**config.mk**
```make
export PLATFORM = sky130hd
export DESIGN_NAME = htc_merge
export DESIGN_NICKNAME = d
export VERILOG_FILES = /design/src/rtl/core/htc_pkg.sv /design/src/rtl/core/htc_merge.sv
export SDC_FILE = /design/constraint.sdc
export NUM_CORES = 1
export LEC_CHECK = 0
export ABC_AREA = 0
export BUFFER_PORTS_ARGS = -buffer_cell sky130_fd_sc_hd__buf_2
export CORE_AREA = 10 10 152 154
export DETAILED_ROUTE_END_ITERATION = 10
export DIE_AREA = 0 0 162 164
export GPL_TIMING_DRIVEN = 1
export SYNTH_ARGS = -nofsm -noshare
export SYNTH_HDL_FRONTEND = slang
export SYNTH_SLANG_ARGS = --single-unit
```
**constraint.sdc**
```tcl
create_clock -name clock -period 8.1 [get_ports clock]
set_input_delay 0.405 -clock clock [delete_from_list [all_inputs] [get_ports clock]]
set_output_delay 0.405 -clock clock [all_outputs]
set_load 0.02 [all_outputs]
```
**src/rtl/core/htc_pkg.sv**
```systemverilog
// Shared types, constants and the saturation helper for the transform composer.
// No dependencies; every other file in rtl/core takes its names from here.
package htc_pkg;

   localparam int FRAC_BITS_DEFAULT = 16;
   localparam int WORD_W            = 32;
   localparam int ROW_W             = 2;
   localparam int OP_W              = 3;
   localparam int LANES             = 4;
   localparam int CLIP_IN_W         = 64;
   localparam int REQ_DATA_W        = 136;
   localparam int RSP_DATA_W        = 136;

   typedef logic signed [WORD_W-1:0] word_type;

   typedef enum logic [OP_W-1:0] {
      OP_IDENTITY  = 3'd0,
      OP_MUL_ROW   = 3'd1,
      OP_TRANSLATE = 3'd2,
      OP_READ_ROW  = 3'd3,
      OP_INV_ROW   = 3'd4
   } op_type;

   // Where the merge stage takes the columns of a result from.
   typedef enum logic [1:0] {
      RES_PASS    = 2'd0,
      RES_PRODUCT = 2'd1,
      RES_INVERSE = 2'd2
   } res_kind_type;

   typedef struct packed {
      logic              valid;
      res_kind_type      kind;
      logic [ROW_W-1:0]  row;
      logic              commit;
   } stage_ctl_type;

   typedef struct packed {
      logic     sat;
      word_type value;
   } clip_type;

   // Clip a wide signed value into one word, flag when clipped.
   function automatic clip_type clip_word(input logic signed [CLIP_IN_W-1:0] v);
      clip_type r;
      r.sat   = 1'b0;
      r.value = word_type'(v);
      if (v > CLIP_IN_W'(signed'(32'h7FFF_FFFF))) begin
         r.sat   = 1'b1;
         r.value = word_type'(32'h7FFF_FFFF);
      end else if (v < -CLIP_IN_W'(64'sh8000_0000)) begin
         r.sat   = 1'b1;
         r.value = word_type'(32'h8000_0000);
      end
      return r;
   endfunction

endpackage

```
**src/rtl/core/htc_merge.sv**
```systemverilog
// Merge stage: combine lane results with pass-through values into the output register.
// Depends on htc_pkg for stage control and result kinds.
module htc_merge (
   input  logic                                clock,
   input  logic                                reset,
   input  htc_pkg::stage_ctl_type              ctl,
   input  htc_pkg::word_type                   pass_val [4],
   input  logic                                pass_sat,
   input  htc_pkg::word_type                   lane_sum [4],
   input  logic [htc_pkg::LANES-1:0]           lane_sat,
   input  logic                                rsp_tready,
   output logic                                rsp_tvalid,
   // rsp_tdata, low bit up: out_row[1:0], out_0, out_1, out_2, out_3, saturated, zero pad
   output logic [htc_pkg::RSP_DATA_W-1:0]      rsp_tdata,
   output logic                                out_free
);

   logic                         out_valid_ff, out_valid_in;
   logic [htc_pkg::ROW_W-1:0]    row_ff, row_in;
   htc_pkg::word_type            val_ff [4];
   htc_pkg::word_type            val_in [4];
   logic                         sat_ff, sat_in;
   logic                         fire;

   assign out_free = !out_valid_ff || rsp_tready;
   assign fire     = ctl.valid && out_free;

   always_comb begin
      row_in = ctl.row;
      val_in = pass_val;
      sat_in = pass_sat;
      unique case (ctl.kind)
         htc_pkg::RES_PRODUCT: begin
            val_in = lane_sum;
            sat_in = |lane_sat;
         end
         htc_pkg::RES_INVERSE: begin
            val_in[3] = lane_sum[3];
            sat_in    = lane_sat[3];
         end
         default: begin
         end
      endcase
   end

   always_comb begin
      out_valid_in = out_valid_ff && !rsp_tready;
      if (fire) begin
         out_valid_in = 1'b1;
      end
   end

   always_ff @(posedge clock) begin
      if (reset) begin
         out_valid_ff <= 1'b0;
      end else begin
         out_valid_ff <= out_valid_in;
      end
   end

   always_ff @(posedge clock) begin
      if (fire) begin
         row_ff <= row_in;
         val_ff <= val_in;
         sat_ff <= sat_in;
      end
   end

   assign rsp_tvalid = out_valid_ff;
   assign rsp_tdata  = {5'b0, sat_ff, val_ff[3], val_ff[2], val_ff[1], val_ff[0], row_ff};

endmodule

```
# Word level (Yosys, flattened, before mapping)
# Cells that the tools add are included.
dict set report totals {
  ram_bits 0
  input_bits 270
  regBits 132
  elab_cells 20
  n_memories 0
  mem_bits_ro 0
  latchBits 0
}
dict set report op_classes {
  reduce_logical 7
  n_eq_ne 2
  shifts 0
  mux 4
  bitwise_logic 0
  n_div 0
  order_cmp 0
  n_mul 0
  add_sub_neg 0
}
# op n
set op_table {}
lappend op_table {{two-way mux 96 bit} 1}
lappend op_table {{two-way mux 32 bit} 1}
lappend op_table {{OR reduction 4 bit} 1}
lappend op_table {{equality test 2 x 1 -> 1 bit, second input constant} 1}
lappend op_table {{equality test 2 bit, second input constant} 1}
lappend op_table {{logical AND 1 bit} 2}
lappend op_table {{logical NOT 1 bit} 2}
lappend op_table {{one-hot mux 1 bit (2 select lines)} 1}
lappend op_table {{OR reduction 2 bit} 1}
lappend op_table {{logical OR 1 bit} 1}
lappend op_table {{two-way mux 1 bit} 1}

# Depth between registers and ports, before layout
# Gate-level depths: netlist of run 1.
dict set report depth {
  ltp_word 4
  depth_mapped 7
  ltp_nobuf 4
}

# Worst setup path before layout of run 1
# No wires, ideal clock.
dict set report synth_timing {
  kind {input-to-reg}
  start {in rsp_tready}
  end {reg row_ff[0] in the netlist's numbering, enable pin}
  cell_stages 2
  required_ns 7.595
  setup_ns 0.505
  arrival_time_ns 3.714
  setup_slack_ns 3.881
  path_buffers 0
  cell_sequence {nand2b_1 and2_1}
}
dict set report synth_via {
  elab_chain_cells 2
}
# item line
set synth_rtl {}
lappend synth_rtl {{start, declared} htc_merge.sv:11} ;# input logic rsp_tready,
lappend synth_rtl {{logical OR 1 bit} htc_merge.sv:25} ;# assign out_free = !out_valid_ff || rsp_tready;
lappend synth_rtl {{logical AND 1 bit} htc_merge.sv:26} ;# assign fire = ctl.valid && out_free;
lappend synth_rtl {{net fire} htc_merge.sv:23} ;# logic fire;
lappend synth_rtl {{end signal, assigned} htc_merge.sv:63} ;# row_ff <= row_in;
lappend synth_rtl {{end, declared} htc_merge.sv:19} ;# logic [htc_pkg::ROW_W-1:0] row_ff, row_in;
# The timed path passes the listed nets, and every way through them passes these cells.
# A chain may end at the register's enable or synchronous reset.

# Worst setup path after layout of run 1
dict set report layout_timing {
  start {reg out_valid_ff, in the netlist rsp_tvalid}
  end {reg val_ff (netlist bit rsp_tdata[105]), enable pin}
}
dict set report layout_via {
  elab_chain_cells 3
}
# item line
set layout_rtl {}
lappend layout_rtl {{start, declared} htc_merge.sv:18} ;# logic out_valid_ff, out_valid_in;
lappend layout_rtl {{start signal, assigned} htc_merge.sv:57} ;# out_valid_ff <= out_valid_in;
lappend layout_rtl {{logical NOT 1 bit} htc_merge.sv:25}
lappend layout_rtl {{logical OR 1 bit} htc_merge.sv:25}
lappend layout_rtl {{logical AND 1 bit} htc_merge.sv:26}
lappend layout_rtl {{net fire} htc_merge.sv:23}
lappend layout_rtl {{end signal, assigned} htc_merge.sv:64} ;# val_ff <= val_in;
lappend layout_rtl {{end, declared} htc_merge.sv:20} ;# htc_pkg::word_type val_ff [4];
# The timed path passes the listed nets, and every way through them passes these cells.

==> impl_metrics.sql, run 1 <==
INSERT INTO impl_metrics (metric_group, metric, value, unit) VALUES
('setup_path', 'cp-start-kind', 'register', ''),
('clock_tree', 'clk_root_buffer_cell', 'clkbuf_16', ''),
('place', 'place.detailed.hpwl', '15.8', 'mm'),
('routing', 'drc', '0', ''),
('setup_path', 'critical-path-slowest-cell', 'buf_4', ''),
('routing', 'via_per_inst', '4.18', ''),
('timing', 'maxClockFrequency', '408', 'MHz'),
('clock_tree', 'worst_skew_pair.late_latency', '410', 'ps'),
('final_layout', 'num-nets-final', '973', ''),
('clock_tree', 'path_clk_slew', '60', 'ps'),
('logic_synthesis', 'seq_area_frac_synth', '0.687', ''),
('setup_path', 'critPathKind', 'register to register', ''),
('final_layout', 'diodes', '0', ''),
('routing', 'routed_wire_length_per_instance', '20.1', 'µm'),
('timing', 'transition_time_at_the_pin_with_the_least_slew_margin', '988', 'ps'),
('power_and_ir_drop', 'p_sw_frac', '0.262', ''),
('setup_path', 'crit_required', '8130', 'ps'),
('power_and_ir_drop', 'leakagePower', '0.00378', 'µW'),
('clock_tree', 'cts_sinks', '132', ''),
('clock_tree', 'cts.htree.levels', '4', ''),
('grt', 'busiest_layer', 'met2', ''),
('grt', 'globalRouteMet3Util', '0.0686', ''),
('grt', 'grt_antenna_before_repair', '0', ''),
('place', 'gp_congestion', '0.793', ''),
('die', 'floorplan.die.width', '162', 'µm'),
('die', 'placement_rows', '52', ''),
('place', 'place.port_buffers', '401', ''),
('setup_path', 'crit_chain', 'nand2b_1, and2_4, buf_4', ''),
('clock_tree', 'ctsHoldBuffers', '0', ''),
('run', 'max_cap_viol_count', '0', ''),
('setup_path', 'worstPathArrival', '2480', 'ps'),
('final_layout', 'syn2layout_area_growth', '48.3', '%'),
('timing', 'final_period_minus_worst_setup_slack', '2450', 'ps'),
('logic_synthesis', 'yosys_warnings', '0', ''),
('status', 'run_status', 'finished clean', ''),
('clock_tree', 'cts-root-to-sink-buffers', '2', ''),
('timing', 'finalHoldWorstSlack', '153', 'ps'),
('final_layout', 'drive_gt1_frac', '0.794', ''),
('routing', 'drt_iter0_drc', '144', ''),
('clock_tree', 'cts_resized', '0', ''),
('die', 'io_pins', '408', ''),
('power_and_ir_drop', 'power.density', '213', 'nW/µm²'),
('die', 'design.core.area', '20000', 'µm²'),
('clock_tree', 'number_of_clock_buffers_inserted_by_tritoncts', '17', ''),
('power_and_ir_drop', 'peakVddDrop', '129', 'µV'),
('grt', 'use_met2', '0.245', ''),
('timing', 'finalSetupViolations', '0', ''),
('power_and_ir_drop', 'power_switching', '476', 'µW'),
('routing', 'routed_antenna_nets', '0', ''),
('die', 'fp.dieH', '164', 'µm'),
('logic_synthesis', 'count_of_mapped_cells_out_of_synthesis', '295', ''),
('die', 'fp.dieArea', '26600', 'µm²'),
('clock_tree', 'clock_tree_from_tritoncts', 'built', ''),
('logic_synthesis', 'synthDistinctLibCells', '16', ''),
('setup_path', 'number_of_buffers_and_inverters_on_the_critical_path', '1', ''),
('power_and_ir_drop', 'fraction_of_power_consumed_by_the_clock_network', '0.385', ''),
('power_and_ir_drop', 'internal_power', '1340', 'µW'),
('timing', 'layout_worst_path_cycle_share', '0.303', ''),
('timing', 'report.final.slew_viol_count', '0', ''),
('routing', 'total_via_count_after_detailed_routing', '4113', ''),
('timing', 'rsz0062_at_grt', 'false', ''),
('grt', 'grt_start_max_net_pins', '76', ''),
('clock_tree', 'buffers_inserted_during_post_cts_setup_optimization', '0', ''),
('timing', 'relSlewSlack', '0.341', ''),
('setup_path', 'crit_path_end_kind', 'register', ''),
('logic_synthesis', 'syn-cell-area', '5760', 'µm²'),
('routing', 'routed_wirelength', '19.7', 'mm'),
('grt', 'grtUsageTotal', '0.140', ''),
('setup_path', 'path_delay_family', 'buffers and inverters', ''),
('logic_synthesis', 'ys_seq_elements', '132', ''),
('setup_path', 'cp_max_stage_delay', '860', 'ps'),
('setup_path', 'path_max_fanout', '75', ''),
('min_path', 'min_path_type', 'input port to register', ''),
('grt', 'grt_pass1_wl', '28.0', 'mm'),
('grt', 'first_global_vias', '4587', ''),
('logic_synthesis', 'mean_area_per_synthesized_cell', '19.5', 'µm²'),
('grt', 'grt_overflow_total', '0', ''),
('timing', 'final.setup_skew', '9.48', 'ps'),
('power_and_ir_drop', 'comb_power_share', '0.161', ''),
('grt', 'met1_usage', '0.140', ''),
('timing', 'final_hold_viol_count', '0', ''),
('routing', 'drt_pre_antenna_iters', '6', ''),
('power_and_ir_drop', 'p_seq_frac', '0.454', ''),
('die', 'initial_core_util', '0.287', ''),
('timing', 'final.setup.tns', '0', 'ps');
flip-flops by register name (all words and copies together), names as in the netlist:
signal      cells
row_ff          2
rsp_tdata     128
sat_ff          1
rsp_tvalid      1
cell usage after synthesis (all sizes together):
| master | instances | area [µm²] |
|---|---|---|
| buf | 21 | 154 |
| and2 | 1 | 6.26 |
| edfxtp | 131 | 3930 |
| mux2 | 128 | 1550 |
| inv | 5 | 18.8 |
| a21oi | 1 | 5.00 |
| dfxtp | 1 | 20.0 |
| a221oi | 1 | 15.0 |
| ha | 2 | 25.0 |
| conb | 1 | 3.75 |
| nand2b | 1 | 6.26 |
| a211oi | 1 | 12.5 |
| nor4 | 1 | 6.26 |
worst reg2reg max path: stages, from the launching register on:
cell	delay [ps]
dfxtp_1	310
nand2b_1	100
and2_4	650
buf_4	930
cell usage in the layout (no fill, tap or decap), drive strengths merged:
| cell type | synthesis | final |
|---|---|---|
| a211oi | 1 | 1 |
| a21oi | 1 | 1 |
| a221oi | 1 | 1 |
| and2 | 1 | 1 |
| buf | 21 | 404 |
| clkbuf | 0 | 17 |
| clkinv | 0 | 6 |
| clkinvlp | 0 | 5 |
| conb | 1 | 5 |
| dfxtp | 1 | 1 |
| edfxtp | 131 | 131 |
| ha | 2 | 2 |
| inv | 5 | 9 |
| mux2 | 128 | 128 |
| nand2b | 1 | 1 |
| nor4 | 1 | 1 |
through the flow:
step                utilization  instances  power (µW)  instance area [µm²]  setup WS (ps)
floorplan                     -        299        1010                 5770           3880
global placement          0.399        952        1130                 8000           5400
detailed placement        0.399        952        1140                 8000           5390
CTS                       0.426        984        1860                 8530           5630
global route              0.426        984        1900                 8530           5490
finish                    0.426        984        1820                 8530           5650
final cells by class:
| class | instances | area [µm²] |
|---|---|---|
| clock buffer | 17 | 425 |
| clock inverter | 15 | 109 |
| fill | 1945 | 11500 |
| inverter | 5 | 18.8 |
| multi-input combinational | 141 | 1660 |
| sequential | 132 | 3950 |
| tap | 270 | 338 |
| timing repair buffer | 404 | 2030 |
final timing paths:
| path | from | cells past startpoint | slack, ps | to |
|---|---|---|---|---|
| max reg2reg | rsp_tvalid$_SDFF_PP0_ | 3 | 5650 | rsp_tdata[105]$_DFFE_PP_ |
| max | rsp_tvalid$_SDFF_PP0_ | 3 | 5650 | rsp_tdata[105]$_DFFE_PP_ |
| min | reset | 2 | 150 | rsp_tvalid$_SDFF_PP0_ |
| min reg2reg | rsp_tvalid$_SDFF_PP0_ | 2 | 530 | rsp_tvalid$_SDFF_PP0_ |
power by group through the flow:
stage / Sequential [µW] / Combinational, µW / Clock, µW
6_report: 827 / 294 / 701
5_1_grt: 831 / 315 / 755
3_5_place_dp: 841 / 298 / 0
4_1_cts: 827 / 299 / 730
3_3_place_gp: 839 / 296 / 0
2_1_floorplan: 910 / 103 / 0
cells by family (layout without fill, tap and decap cells):
logic type,Yosys count,in the layout,share of synthesized area
flops,132,132,0.687
simple gates,3,3,0.00326
other cells,1,5,0.000651
mux,128,128,0.269
buf+inv,26,441,0.0300
fa+ha+maj,2,2,0.00435
compound gates,3,3,0.00565
metal layers:
| metal | up-vias | part of all wire |
|---|---|---|
| li1 | 1953 | - |
| met1 | 1889 | 0.36 |
| met2 | 247 | 0.51 |
| met3 | 24 | 0.11 |
| met4 | 0 | 0.022 |
| met5 | - | 0 |
Power figures use the tool's default switching activity.
==> run 2: changes to the inputs <==
--- a/config.mk
+++ b/config.mk
@@ -7,9 +7,9 @@
 export LEC_CHECK = 0
 export ABC_AREA = 0
 export BUFFER_PORTS_ARGS = -buffer_cell sky130_fd_sc_hd__buf_2
-export CORE_AREA = 10 10 152 154
+export CORE_AREA = 10 10 149 151
 export DETAILED_ROUTE_END_ITERATION = 10
-export DIE_AREA = 0 0 162 164
+export DIE_AREA = 0 0 159 161
 export GPL_TIMING_DRIVEN = 1
 export SYNTH_ARGS = -nofsm -noshare
 export SYNTH_HDL_FRONTEND = slang
==> constraint.sdc (replaced) <==
create_clock -name clock -period 2.4 [get_ports clock]
set_input_delay 0.12 -clock clock [delete_from_list [all_inputs] [get_ports clock]]
set_output_delay 0.12 -clock clock [all_outputs]
set_load 0.02 [all_outputs]
==> run 2 against run 1 <==
  * Utilization is 8.9 points higher
  * Setup slack worse by 5100 ps
  * First-iteration DRC count is 32% higher
  * Critical endpoint is now rsp_tdata[118]$_DFFE_PP_
==> impl_metrics.sql, run 2 (same netlist as run 1, synthesis figures left out) <==
INSERT INTO impl_metrics (metric_group, metric, value, unit) VALUES
('power_and_ir_drop', 'power.density', '653', 'nW/µm²'),
('die', 'initial_core_util', '0.300', ''),
('timing', 'maxClockFrequency', '550', 'MHz'),
('grt', 'first_global_vias', '5255', ''),
('routing', 'drt_pre_antenna_iters', '4', ''),
('setup_path', 'rrSetupSlack', '1060', 'ps'),
('timing', 'final.setup.tns', '0', 'ps'),
('routing', 'routed_wirelength', '21.6', 'mm'),
('setup_path', 'crit_required', '2560', 'ps'),
('grt', 'grt_start_max_net_pins', '98', ''),
('routing', 'routed_wire_length_per_instance', '19.5', 'µm'),
('final_layout', 'most_common_cell_after_layout_fill_and_taps_aside', 'buf_2', ''),
('clock_tree', 'cts_sinks', '132', ''),
('grt', 'globalRouteMet3Util', '0.0750', ''),
('grt', 'use_met2', '0.289', ''),
('place', 'place.detailed.hpwl', '16.0', 'mm'),
('final_layout', 'flip_flop_count_of_the_largest_register_after_layout', '128', ''),
('grt', 'grt_pass1_wl', '31.4', 'mm'),
('die', 'design.core.area', '19200', 'µm²'),
('clock_tree', 'clock_tree_from_tritoncts', 'built', ''),
('routing', 'routed_antenna_nets', '0', ''),
('routing', 'total_via_count_after_detailed_routing', '4694', ''),
('min_path', 'min_path_type', 'input port to register', ''),
('clock_tree', 'buffers_inserted_during_post_cts_setup_optimization', '0', ''),
('die', 'placement_rows', '51', ''),
('routing', 'drc', '0', ''),
('die', 'io_pins', '408', ''),
('status', 'run_status', 'finished clean', ''),
('clock_tree', 'cts-root-to-sink-buffers', '2', ''),
('timing', 'finalSetupViolations', '0', ''),
('power_and_ir_drop', 'peakVddDrop', '429', 'µV'),
('clock_tree', 'cts.htree.levels', '4', ''),
('grt', 'grt_antenna_before_repair', '3', ''),
('clock_tree', 'path_clk_slew', '60', 'ps'),
('timing', 'transition_time_at_the_pin_with_the_least_slew_margin', '597', 'ps'),
('setup_path', 'crit_path_end_kind', 'register', ''),
('final_layout', 'commonest_cells_after_routing_fill_and_taps_aside', '401 x buf_2, 131 x edfxtp_1, 127 x dlygate4sd3_1', ''),
('clock_tree', 'worst_skew_pair.late_latency', '410', 'ps'),
('die', 'fp.dieArea', '25600', 'µm²'),
('die', 'floorplan.die.width', '159', 'µm'),
('final_layout', 'num-nets-final', '1102', ''),
('final_layout', 'final_cell_count_no_fill', '1111', ''),
('setup_path', 'critPathKind', 'input port to register', ''),
('setup_path', 'cp-start-kind', 'input port', ''),
('timing', 'rsz0062_at_grt', 'false', ''),
('grt', 'grt_overflow_total', '0', ''),
('timing', 'final_period_minus_worst_setup_slack', '1820', 'ps'),
('place', 'place.port_buffers', '401', ''),
('timing', 'relSlewSlack', '0.602', ''),
('place', 'gp_congestion', '0.823', ''),
('final_layout', 'drive_gt1_frac', '0.674', ''),
('clock_tree', 'cts_resized', '0', ''),
('die', 'fp.dieH', '161', 'µm'),
('grt', 'met1_usage', '0.158', ''),
('run', 'max_cap_viol_count', '0', ''),
('power_and_ir_drop', 'leakagePower', '0.00435', 'µW'),
('grt', 'grtUsageTotal', '0.159', ''),
('setup_path', 'worstPathArrival', '1980', 'ps'),
('routing', 'drt_iter0_drc', '190', ''),
('timing', 'report.final.slew_viol_count', '0', ''),
('clock_tree', 'number_of_clock_buffers_inserted_by_tritoncts', '17', ''),
('timing', 'final_hold_viol_count', '0', ''),
('setup_path', 'path_max_fanout', '10', ''),
('clock_tree', 'clk_root_buffer_cell', 'clkbuf_16', ''),
('timing', 'final.setup_skew', '7.55', 'ps'),
('place', 'number_of_placed_instances_taps_included', '949', ''),
('timing', 'layout_worst_path_cycle_share', '0.758', ''),
('final_layout', 'syn2layout_area_growth', '71.9', '%'),
('grt', 'busiest_layer', 'met2', ''),
('routing', 'via_per_inst', '4.23', '');
run 2: cell types whose count changed in the layout (fill, tap and decap cells not counted), moves of 2 or more:
cell,previous run,this run
buf_12,0,4
clkbuf_1,0,2
diode_2,0,3
dlygate4sd3_1,0,127
clkinv_2,3,1
buf_4,3,1
run 2: timing repair:
action | CTS | global route
endpoints found under the hold margin | 70 | 12
endpoints found under the setup margin | 0 | 0
hold buffers | 114 | 13
run 2: power by group:
| part | internal, µW | switching [µW] | leakage, µW |
|---|---|---|---|
| registers | 2750 | 41.9 | 0.00128 |
| clock network | 1440 | 1010 | 0.000261 |
| logic | 642 | 576 | 0.00282 |
run 2: per-layer routing:
layer / part of all wire / vias up
li1: - / 2214
met1: 0.36 / 2187
met2: 0.53 / 268
met3: 0.096 / 25
met4: 0.017 / 0
met5: 0 / -
run 2: final timing paths:
| check | start | end | depth (start not counted) |
|---|---|---|---|
| max | ctl[3] | rsp_tdata[118]$_DFFE_PP_ | 6 |
| min | pass_val[54] | rsp_tdata[88]$_DFFE_PP_ | 2 |
| max reg2reg | rsp_tvalid$_SDFF_PP0_ | rsp_tdata[65]$_DFFE_PP_ | 3 |
| min reg2reg | rsp_tvalid$_SDFF_PP0_ | rsp_tdata[98]$_DFFE_PP_ | 3 |
run 2: per-stage QoR:
stage | worst slack [ps] | util | cell area (µm²) | hold slack [ps] | total power (µW)
finish | 581 | 0.515 | 9900 | 17.1 | 6460
CTS | 605 | 0.508 | 9760 | 0.148 | 6520
global placement | 726 | 0.420 | 8060 | 278 | 3840
detailed placement | 678 | 0.420 | 8060 | 295 | 3860
floorplan | 365 | - | 5770 | 189 | 3410
global route | 514 | 0.515 | 9890 | 0.188 | 6740
run 2: worst max-delay path, cell delays in order:
cell and delay (ps):
buf_2 120, inv_1 50, ha_1 540, buf_4 250, mux2_2 340, dlygate4sd3_1 560
run 2: cell type report:
class / instances / area (µm²)
Clock buffer: 19 / 433
Timing Repair Buffer: 533 / 3370
Fill cell: 1631 / 9310
Sequential cell: 132 / 3950
Antenna cell: 3 / 7.51
Inverter: 5 / 18.8
Clock inverter: 13 / 126
Tap cell: 265 / 332
Multi-Input combinational cell: 141 / 1660
==> run 3: changes to the inputs <==
--- a/config.mk
+++ b/config.mk
@@ -7,9 +7,9 @@
 export LEC_CHECK = 0
 export ABC_AREA = 0
 export BUFFER_PORTS_ARGS = -buffer_cell sky130_fd_sc_hd__buf_2
-export CORE_AREA = 10 10 149 151
+export CORE_AREA = 10 10 152 154
 export DETAILED_ROUTE_END_ITERATION = 10
-export DIE_AREA = 0 0 159 161
+export DIE_AREA = 0 0 162 164
 export GPL_TIMING_DRIVEN = 1
 export SYNTH_ARGS = -nofsm -noshare
 export SYNTH_HDL_FRONTEND = slang
==> constraint.sdc (replaced) <==
create_clock -name clock -period 1.5 [get_ports clock]
set_input_delay 0.075 -clock clock [delete_from_list [all_inputs] [get_ports clock]]
set_output_delay 0.075 -clock clock [all_outputs]
set_load 0.02 [all_outputs]
==> run 3 against run 2 <==
  * The run now fails in clock tree synthesis
  * Synthesized area is the same
  * Synthesized cell count is the same
==> impl_metrics.sql, run 3 <==
INSERT INTO impl_metrics (metric_group, metric, value, unit) VALUES
('logic_synthesis', 'synth_area_leader_cell', 'edfxtp_1', ''),
('clock_tree', 'number_of_clock_buffers_inserted_by_tritoncts', '17', ''),
('die', 'floorplan.die.width', '162', 'µm'),
('place', 'place.detailed.hpwl', '16.2', 'mm'),
('logic_synthesis', 'ys.flop_type', 'edfxtp_1', ''),
('die', 'placement_rows', '52', ''),
('logic_synthesis', 'ys_seq_elements', '132', ''),
('logic_synthesis', 'synthDistinctLibCells', '16', ''),
('die', 'fp.dieH', '164', 'µm'),
('status', 'run_status', 'aborted with a tool error', ''),
('logic_synthesis', 'seq_area_frac_synth', '0.687', ''),
('place', 'gp_congestion', '0.790', ''),
('place', 'area_post_placement', '8210', 'µm²'),
('die', 'io_pins', '408', ''),
('logic_synthesis', 'yosysMostFrequentCell', 'edfxtp_1', ''),
('logic_synthesis', 'synth.area.top_cells', 'edfxtp_1 68%, mux2_2 19%, mux2_4 7.6%', ''),
('logic_synthesis', 'yosys_warnings', '0', ''),
('logic_synthesis', 'yosys.area.top_type_share', '0.683', ''),
('die', 'initial_core_util', '0.287', ''),
('logic_synthesis', 'count_of_mapped_cells_out_of_synthesis', '295', ''),
('logic_synthesis', 'synth_common_cells', '131 x edfxtp_1, 99 x mux2_2, 29 x mux2_4', ''),
('status', 'outcome.stop_stage', 'clock tree synthesis', ''),
('clock_tree', 'cts_sinks', '132', ''),
('clock_tree', 'cts_resized', '0', ''),
('logic_synthesis', 'ys_async_sr_fraction', '0', ''),
('logic_synthesis', 'synth_edf_count', '131', ''),
('status', 'error_that_stopped_the_run', '[ERROR RSZ-0060] Max buffer count reached.', ''),
('clock_tree', 'clk_root_buffer_cell', 'clkbuf_16', ''),
('place', 'dp_slack', '12.2', 'ps'),
('clock_tree', 'ctsHoldBuffers', '200', ''),
('place', 'place.port_buffers', '401', ''),
('clock_tree', 'cts-root-to-sink-buffers', '2', ''),
('logic_synthesis', 'syn-cell-area', '5760', 'µm²'),
('clock_tree', 'buffers_inserted_during_post_cts_setup_optimization', '0', ''),
('logic_synthesis', 'mean_area_per_synthesized_cell', '19.5', 'µm²'),
('clock_tree', 'cts.htree.levels', '4', '');
[run 3: cell families after synthesis]
logic type	share of synthesized area
flops	0.687
simple gates	0.00326
fa+ha+maj	0.00435
other cells	0.000651
mux	0.269
buf+inv	0.0300
compound gates	0.00565
[run 3: metrics by stage]
stage          utilization  TNS, ps  hold slack [ps]  instances
2_1_floorplan            -   -47470              134        299
3_3_place_gp         0.410        0              223        965
3_5_place_dp         0.410        0              224        965
==> run 4: changes to the inputs <==
--- a/config.mk
+++ b/config.mk
@@ -7,10 +7,11 @@
 export LEC_CHECK = 0
 export ABC_AREA = 0
 export BUFFER_PORTS_ARGS = -buffer_cell sky130_fd_sc_hd__buf_2
-export CORE_AREA = 10 10 152 154
+export CORE_AREA = 10 10 151 153
 export DETAILED_ROUTE_END_ITERATION = 10
-export DIE_AREA = 0 0 162 164
+export DIE_AREA = 0 0 161 163
 export GPL_TIMING_DRIVEN = 1
+export PLACE_DENSITY_LB_ADDON = 0.15
 export SYNTH_ARGS = -nofsm -noshare
 export SYNTH_HDL_FRONTEND = slang
 export SYNTH_SLANG_ARGS = --single-unit
==> constraint.sdc (replaced) <==
create_clock -name clock -period 1.95 [get_ports clock]
set_input_delay 0.0975 -clock clock [delete_from_list [all_inputs] [get_ports clock]]
set_output_delay 0.0975 -clock clock [all_outputs]
set_load 0.02 [all_outputs]
==> run 4 against run 3 <==
  * The run again fails in clock tree synthesis
  * Synthesized area is the same
  * Synthesized cell count did not move
==> impl_metrics.sql, run 4 <==
INSERT INTO impl_metrics (metric_group, metric, value, unit) VALUES
('logic_synthesis', 'mean_area_per_synthesized_cell', '19.5', 'µm²'),
('place', 'place.port_buffers', '401', ''),
('logic_synthesis', 'count_of_mapped_cells_out_of_synthesis', '295', ''),
('logic_synthesis', 'ys.flop_type', 'edfxtp_1', ''),
('clock_tree', 'ctsHoldBuffers', '200', ''),
('clock_tree', 'buffers_inserted_during_post_cts_setup_optimization', '0', ''),
('die', 'floorplan.die.width', '161', 'µm'),
('logic_synthesis', 'yosys.area.top_type_share', '0.683', ''),
('clock_tree', 'number_of_clock_buffers_inserted_by_tritoncts', '17', ''),
('die', 'io_pins', '408', ''),
('logic_synthesis', 'synth.area.top_cells', 'edfxtp_1 68%, mux2_2 19%, mux2_4 7.6%', ''),
('clock_tree', 'cts_sinks', '132', ''),
('logic_synthesis', 'synthDistinctLibCells', '16', ''),
('die', 'fp.dieH', '163', 'µm'),
('logic_synthesis', 'ys_async_sr_fraction', '0', ''),
('clock_tree', 'cts.htree.levels', '4', ''),
('logic_synthesis', 'seq_area_frac_synth', '0.687', ''),
('logic_synthesis', 'synth_common_cells', '131 x edfxtp_1, 99 x mux2_2, 29 x mux2_4', ''),
('logic_synthesis', 'yosys_warnings', '0', ''),
('logic_synthesis', 'synth_area_leader_cell', 'edfxtp_1', ''),
('logic_synthesis', 'synth_edf_count', '131', ''),
('logic_synthesis', 'syn-cell-area', '5760', 'µm²'),
('clock_tree', 'cts_resized', '0', ''),
('clock_tree', 'cts-root-to-sink-buffers', '2', ''),
('die', 'placement_rows', '52', ''),
('status', 'error_that_stopped_the_run', '[ERROR RSZ-0060] Max buffer count reached.', ''),
('logic_synthesis', 'ys_seq_elements', '132', ''),
('logic_synthesis', 'yosysMostFrequentCell', 'edfxtp_1', ''),
('place', 'place.detailed.hpwl', '16.3', 'mm'),
('die', 'initial_core_util', '0.289', ''),
('place', 'gp_congestion', '0.775', ''),
('status', 'outcome.stop_stage', 'clock tree synthesis', ''),
('status', 'run_status', 'aborted with a tool error', ''),
('clock_tree', 'clk_root_buffer_cell', 'clkbuf_16', '');
-- run 4: metrics by stage --
stage / worst slack (ps) / instances / area (µm²) / hold slack, ps
2_1_floorplan: 33.6 / 299 / 5780 / 167
3_3_place_gp: 298 / 963 / 8170 / 255
3_5_place_dp: 276 / 963 / 8170 / 264
-- run 4: cells by family after synthesis --
group / Yosys count / synth area share
fa+ha+maj: 2 / 0.00435
compound gates: 3 / 0.00565
mux: 128 / 0.269
simple gates: 3 / 0.00326
other cells: 1 / 0.000651
buf+inv: 26 / 0.0300
flops: 132 / 0.687
